[config.mk]
export PLATFORM = sky130hd
export DESIGN_NAME = pwra_front
export DESIGN_NICKNAME = d
export VERILOG_FILES = /design/src/sv/pwra_pkg.sv /design/src/sv/pwra_front.sv
export SDC_FILE = /design/constraint.sdc
export NUM_CORES = 1
export LEC_CHECK = 0
export ABC_AREA = 1
export BUFFER_PORTS_ARGS = -buffer_cell sky130_fd_sc_hd__buf_2
export CAP_MARGIN = 20
export CORE_ASPECT_RATIO = 0.6
export CORE_MARGIN = 10
export CORE_UTILIZATION = 56
export CTS_BUF_LIST = sky130_fd_sc_hd__clkbuf_8
export CTS_CLUSTER_DIAMETER = 100
export DETAILED_ROUTE_END_ITERATION = 7
export GPL_ROUTABILITY_DRIVEN = 0
export PLACE_DENSITY = 0.82
export SYNTH_ARGS = -nofsm -noshare
export SYNTH_HDL_FRONTEND = slang
export SYNTH_SLANG_ARGS = --single-unit
[constraint.sdc]
create_clock -name i_clk -period 7.15 [get_ports i_clk]
set_clock_uncertainty 0.05 [all_clocks]
set_input_delay 2.145 -clock i_clk [delete_from_list [all_inputs] [get_ports i_clk]]
set_output_delay 2.145 -clock i_clk [all_outputs]
set_load 0.05 [all_outputs]
[src/sv/pwra_pkg.sv]
package pwra_pkg;

    localparam int SAMPLE_W = 16;

    // configuration register indexes
    localparam logic REG_SPLIT  = 1'b0;
    localparam logic REG_WINDOW = 1'b1;

    // front-to-back work descriptor
    typedef struct packed {
        logic                       drop;
        logic                       side_act;
        logic                       inner;
        logic [31:0]                pos;
        logic signed [SAMPLE_W-1:0] sample;
        logic [31:0]                cnt_all;
        logic [31:0]                cnt_side;
    } t_work;

    typedef enum logic [5:0] {
        ST_IDLE  = 6'b000001,
        ST_READ  = 6'b000010,
        ST_MUL   = 6'b000100,
        ST_DIV   = 6'b001000,
        ST_OUT   = 6'b010000,
        ST_CLR   = 6'b100000
    } t_state;

endpackage

[src/sv/pwra_front.sv]
// classifies samples, tracks counts and position, issues work descriptors
module pwra_front #(
    parameter int POINTS     = 1024,
    parameter int COUNT_BITS = 16
) (
    input  logic                 i_clk,
    input  logic                 i_rst_n,
    input  logic                 i_valid,
    output logic                 o_stall,
    input  logic signed [15:0]   i_sample_value,
    input  logic signed [15:0]   i_time_of_flight,
    input  logic                 i_first_of_pulse,
    input  logic                 i_split,
    input  logic [15:0]          i_window,
    output logic                 o_wvalid,
    input  logic                 i_wstall,
    output pwra_pkg::t_work      o_work
);
    localparam logic [COUNT_BITS-1:0] CMAX = '1;
    localparam int PW = $clog2(POINTS + 1);

    logic [COUNT_BITS-1:0] r_ca, r_ci, r_co, n_ca, n_ci, n_co;
    logic [PW-1:0]         r_pos, n_pos, w_idx;
    logic                  r_inner, r_act, n_inner, n_act;
    logic                  r_v;
    pwra_pkg::t_work       r_w, n_w;
    logic [16:0]           w_mag;
    logic                  w_acc;

    assign o_stall = r_v && i_wstall;
    assign o_wvalid = r_v;
    assign o_work = r_w;
    assign w_acc = i_valid && !o_stall;

    always_comb begin
        n_ca = r_ca; n_ci = r_ci; n_co = r_co;
        n_inner = r_inner; n_act = r_act;
        w_idx = r_pos;
        w_mag = i_time_of_flight[15] ? 17'(-$signed({i_time_of_flight[15], i_time_of_flight}))
                                     : 17'({1'b0, i_time_of_flight});
        if (i_first_of_pulse) begin
            w_idx = '0;
            if (r_ca != CMAX) n_ca = r_ca + 1'b1;
            n_act = i_split;
            n_inner = i_split && (w_mag <= {1'b0, i_window});
            if (i_split) begin
                if (n_inner) begin
                    if (r_ci != CMAX) n_ci = r_ci + 1'b1;
                end else if (r_co != CMAX) n_co = r_co + 1'b1;
            end
        end
        n_pos = (32'(w_idx) >= POINTS) ? w_idx : w_idx + 1'b1;
        n_w.drop = 32'(w_idx) >= POINTS;
        n_w.side_act = n_act;
        n_w.inner = n_inner;
        n_w.pos = 32'(w_idx);
        n_w.sample = i_sample_value;
        n_w.cnt_all = 32'(n_ca);
        n_w.cnt_side = n_inner ? 32'(n_ci) : 32'(n_co);
    end

    always_ff @(posedge i_clk) begin
        if (!i_rst_n) begin
            r_ca <= '0; r_ci <= '0; r_co <= '0; r_pos <= '0;
            r_inner <= 1'b0; r_act <= 1'b0; r_v <= 1'b0;
        end else begin
            r_v <= w_acc || (r_v && i_wstall);
            if (w_acc) begin
                r_ca <= n_ca; r_ci <= n_ci; r_co <= n_co; r_pos <= n_pos;
                r_inner <= n_inner; r_act <= n_act;
                r_w <= n_w;
            end
        end
    end
endmodule

==> summary.md <==
| Metric | Value |
|---|---|
| Outcome | `finished, final reports clean` |
| Die Span X | `168.7 um` |
| Top delay family on crit path | `simple AND/OR/NAND/NOR gates` |
| WP data arrival | `5.67 ns` |
| Cell Rows | `32` |
| Placed Instances | `1246` |
| Antenna violations before repair | `0` |
| Post-CTS setup repair buffer count | `0` |
| Hold Crit Depth | `2` |
| Die area | `0.01843 mm^2` |
| Setup Viol. Count Final | `0` |
| Reg-to-reg slack, setup | `4.20 ns` |
| Final instance area | `0.008334 mm^2` |
| Max-slew violations | `0` |
| Final wirelength | `18.57 mm` |
| WS Path Type | `input port to register` |
| Fin crit share | `77.26%` |
| Worst reg2reg startpoint | `o_wvalid` |
| Largest net degree at the start of global routing | `54` |
| # resized after CTS | `0` |
| Clock latency on the worst-skew pair | `0.45 ns` |
| Critical Path Sink Type | `register` |
| Via density per instance | `5.143` |
| Port Buffers | `117` |
| Reg2reg path depth | `13` |
| Share of layout cells above drive strength 1 | `16.34%` |
| Synth area leaders | `edfxtp_1 25%, dfxtp_1 17%, nand2_1 10%` |
| Boundary Pins | `171` |
| Area growth syn-to-layout | `12.14%` |
| RSZ-0062 raised after global routing | `false` |
| Die Y | `109.2 um` |
| Clock Pin Slew Worst Setup and Hold Paths | `0.07 ns` |
| Min-delay worst type | `register to register` |
| Vias in the first global route | `6178` |
| Max-cap viol count | `0` |
| CP Cell Sequence | `buf_2 > inv_1 > ha_1 > inv_1 > nor3_1 > nand4_1 > o31ai_1 > o21ai_0 > xor2_1 > ha_1 > nand3_2 > nor3_4 > nand3_4 > nand2_8 > nand2_8 > nand2_4 > clkinv_2 > nand3_1 > nand2_1` |
| Critical Path Fanout Max | `22` |
| Crit. Startpoint | `i_time_of_flight[0]` |
| Residual DRC count | `0` |
| DRT iter0 DRCs | `714` |
| Mapped Avg Cell Area | `7.576 um^2` |
| Crit-path max cell delay | `0.44 ns` |
| Required @ worst endpoint | `7.30 ns` |
| Leading cell type by number of instances after synthesis | `nand2_1` |
| Synth cell types | `47` |
| Post-synthesis sequential area ratio | `41.35%` |
| Total congestion overflow | `0` |
| Crit path buf inv count | `4` |
| CTS tree | `built` |
| Async S/R FF share, synth | `0%` |
| Top cell type by total area after synthesis | `edfxtp_1` |
| Post-route setup TNS | `0 ns` |
| Max transition margin | `37.52%` |
| Tightest Pin Transition | `0.9359 ns` |
| Vias | `6573` |
| Peak Freq | `181.0 MHz` |
| Root Buffer | `clkbuf_8` |
| Synth Warn # | `0` |
| Non-filler cells, final | `1278` |
| Inserted Diodes | `0` |
| Post-Synthesis Cells | `981` |
| H-tree levels | `4` |
| Slowest CP cell | `o31ai_1` |
| Crit start category | `input port` |
| Num CTS Buffers | `17` |
| Pwr/cell area | `214.6 mW/mm^2` |
| Worst vdd ir | `148.0 uV` |
| Synthesized area | `0.007432 mm^2` |
| Worst R2R End | `r_pos[5]` |
| Hold_buf cts | `0` |
| Initial core utilization | `57.47%` |
| Post-route ant nets | `0` |
| Minimum clock period | `5.524 ns` |
| Commonest cells post-synth | `204 x nand2_1, 158 x inv_1, 87 x nand3_1, 71 x nor2_1, 62 x dfxtp_1` |
| Clk sinks | `123` |
| Synth Flop Type | `dfxtp_1` |
| Routed len/inst | `14.53 um` |
| First-pass GRT wire length | `30.04 mm` |
| Max clock buf depth | `2` |
| #FFs+latches synth | `123` |
| EDFF count, synth | `61` |
| Endpoint, Worst Hold | `r_pos[1]` |
| Final nets | `1171` |
| Post-synth top area share | `24.65%` |
| Pre-Repair DR Iteration Count | `6` |
| Area after DPL | `0.007949 mm^2` |
| HPWL after DPL | `14.02 mm` |
| All-layer global routing usage | `19.76%` |
| Leak pwr | `3.977 nW` |
| Hold path startpoint | `r_pos[1]` |
| Core Area | `0.01293 mm^2` |
| Final hold violation count | `0` |
worst max path at each step:
| stage | endpoint | slack [ns] | cells after the start |
|---|---|---|---|
| after floorplan | o_work[0] | 1.06 | 6 |
| after detailed placement | o_work[11] | 1.23 | 19 |
| after global placement | o_work[7] | 1.42 | 19 |
| final | o_work[7] | 1.63 | 19 |
| after CTS | o_work[11] | 1.68 | 19 |
| after global routing | o_work[0] | 1.33 | 20 |
worst min-delay path, stage by stage (launching register included):
cell	delay (ns)
dfxtp_1	0.30
inv_1	0.08
a21oi_1	0.06
power breakdown:
group / switching (mW) / leakage, nW / total, mW / internal, mW
Sequential: 0.0292 / 1.09 / 0.814 / 0.785
Clock: 0.293 / 0.186 / 0.601 / 0.308
Combinational: 0.281 / 2.70 / 0.373 / 0.0918
flip-flops by register name, indices dropped and copies added (netlist names):
name      cells
o_work       61
r_ca         16
r_ci         16
r_co         16
r_pos        11
o_wvalid      1
r_act         1
r_inner       1
stage by stage:
| stage | hold slack, ns | utilization, % | total power, mW | worst slack [ns] |
|---|---|---|---|---|
| after floorplan | 0.4010 | - | 1.140 | 1.058 |
| after global placement | 0.4218 | 61.46 | 1.188 | 1.415 |
| after detailed placement | 0.4245 | 61.46 | 1.197 | 1.229 |
| after CTS | 0.4357 | 64.44 | 1.791 | 1.685 |
| after global routing | 0.4554 | 64.44 | 1.866 | 1.329 |
| final | 0.4348 | 64.44 | 1.789 | 1.626 |
cell usage in the layout (no fill, tap or decap), drive strengths merged:
cell type / count
nand3: 91
buf: 121
edfxtp: 61
clkinv: 8
nand4: 17
and2: 6
o22ai: 1
o21a: 1
o21bai: 6
a32o: 1
ha: 22
nand3b: 3
a21o: 1
nor3: 24
xor2: 22
nor4: 2
clkinvlp: 5
bufinv: 2
o211ai: 1
or2: 3
nor2: 77
dfxtp: 62
a31oi: 2
o21ai: 56
inv: 166
o31ai: 1
a21oi: 59
conb: 53
nand2: 209
xnor2: 7
clkbuf: 17
nor3b: 1
layer usage:
metal / share of wire (%) / up-vias / track usage [%]
met5: 0 / - / 0
met4: 1.4 / 0 / 6.250
met3: 10 / 31 / 4.995
met2: 43 / 325 / 29.48
met1: 45 / 2935 / 27.57
li1: - / 3282 / -
logic make-up after synthesis:
kind of cell | count (synthesis) | synth area share (%)
other | 1 | 0.05046
xor gates and xnor gates | 29 | 3.417
AOI/OAI and AO/OA | 129 | 9.293
DFF | 123 | 41.35
buffers and inverters | 244 | 15.32
adders and majority gates | 22 | 3.704
and+or+nand+nor | 433 | 26.87
area by class of cell:
| type | count | area [um^2] |
|---|---|---|
| clock inverter | 15 | 151.4 |
| tap | 170 | 212.7 |
| timing repair buffer | 121 | 615.6 |
| inverter | 166 | 624.3 |
| clock buffer | 17 | 234.0 |
| sequential | 123 | 3073 |
| fill | 1088 | 4598 |
| multi-input combinational | 666 | 3423 |
Note: power is estimated with default switching activity, not from simulation.
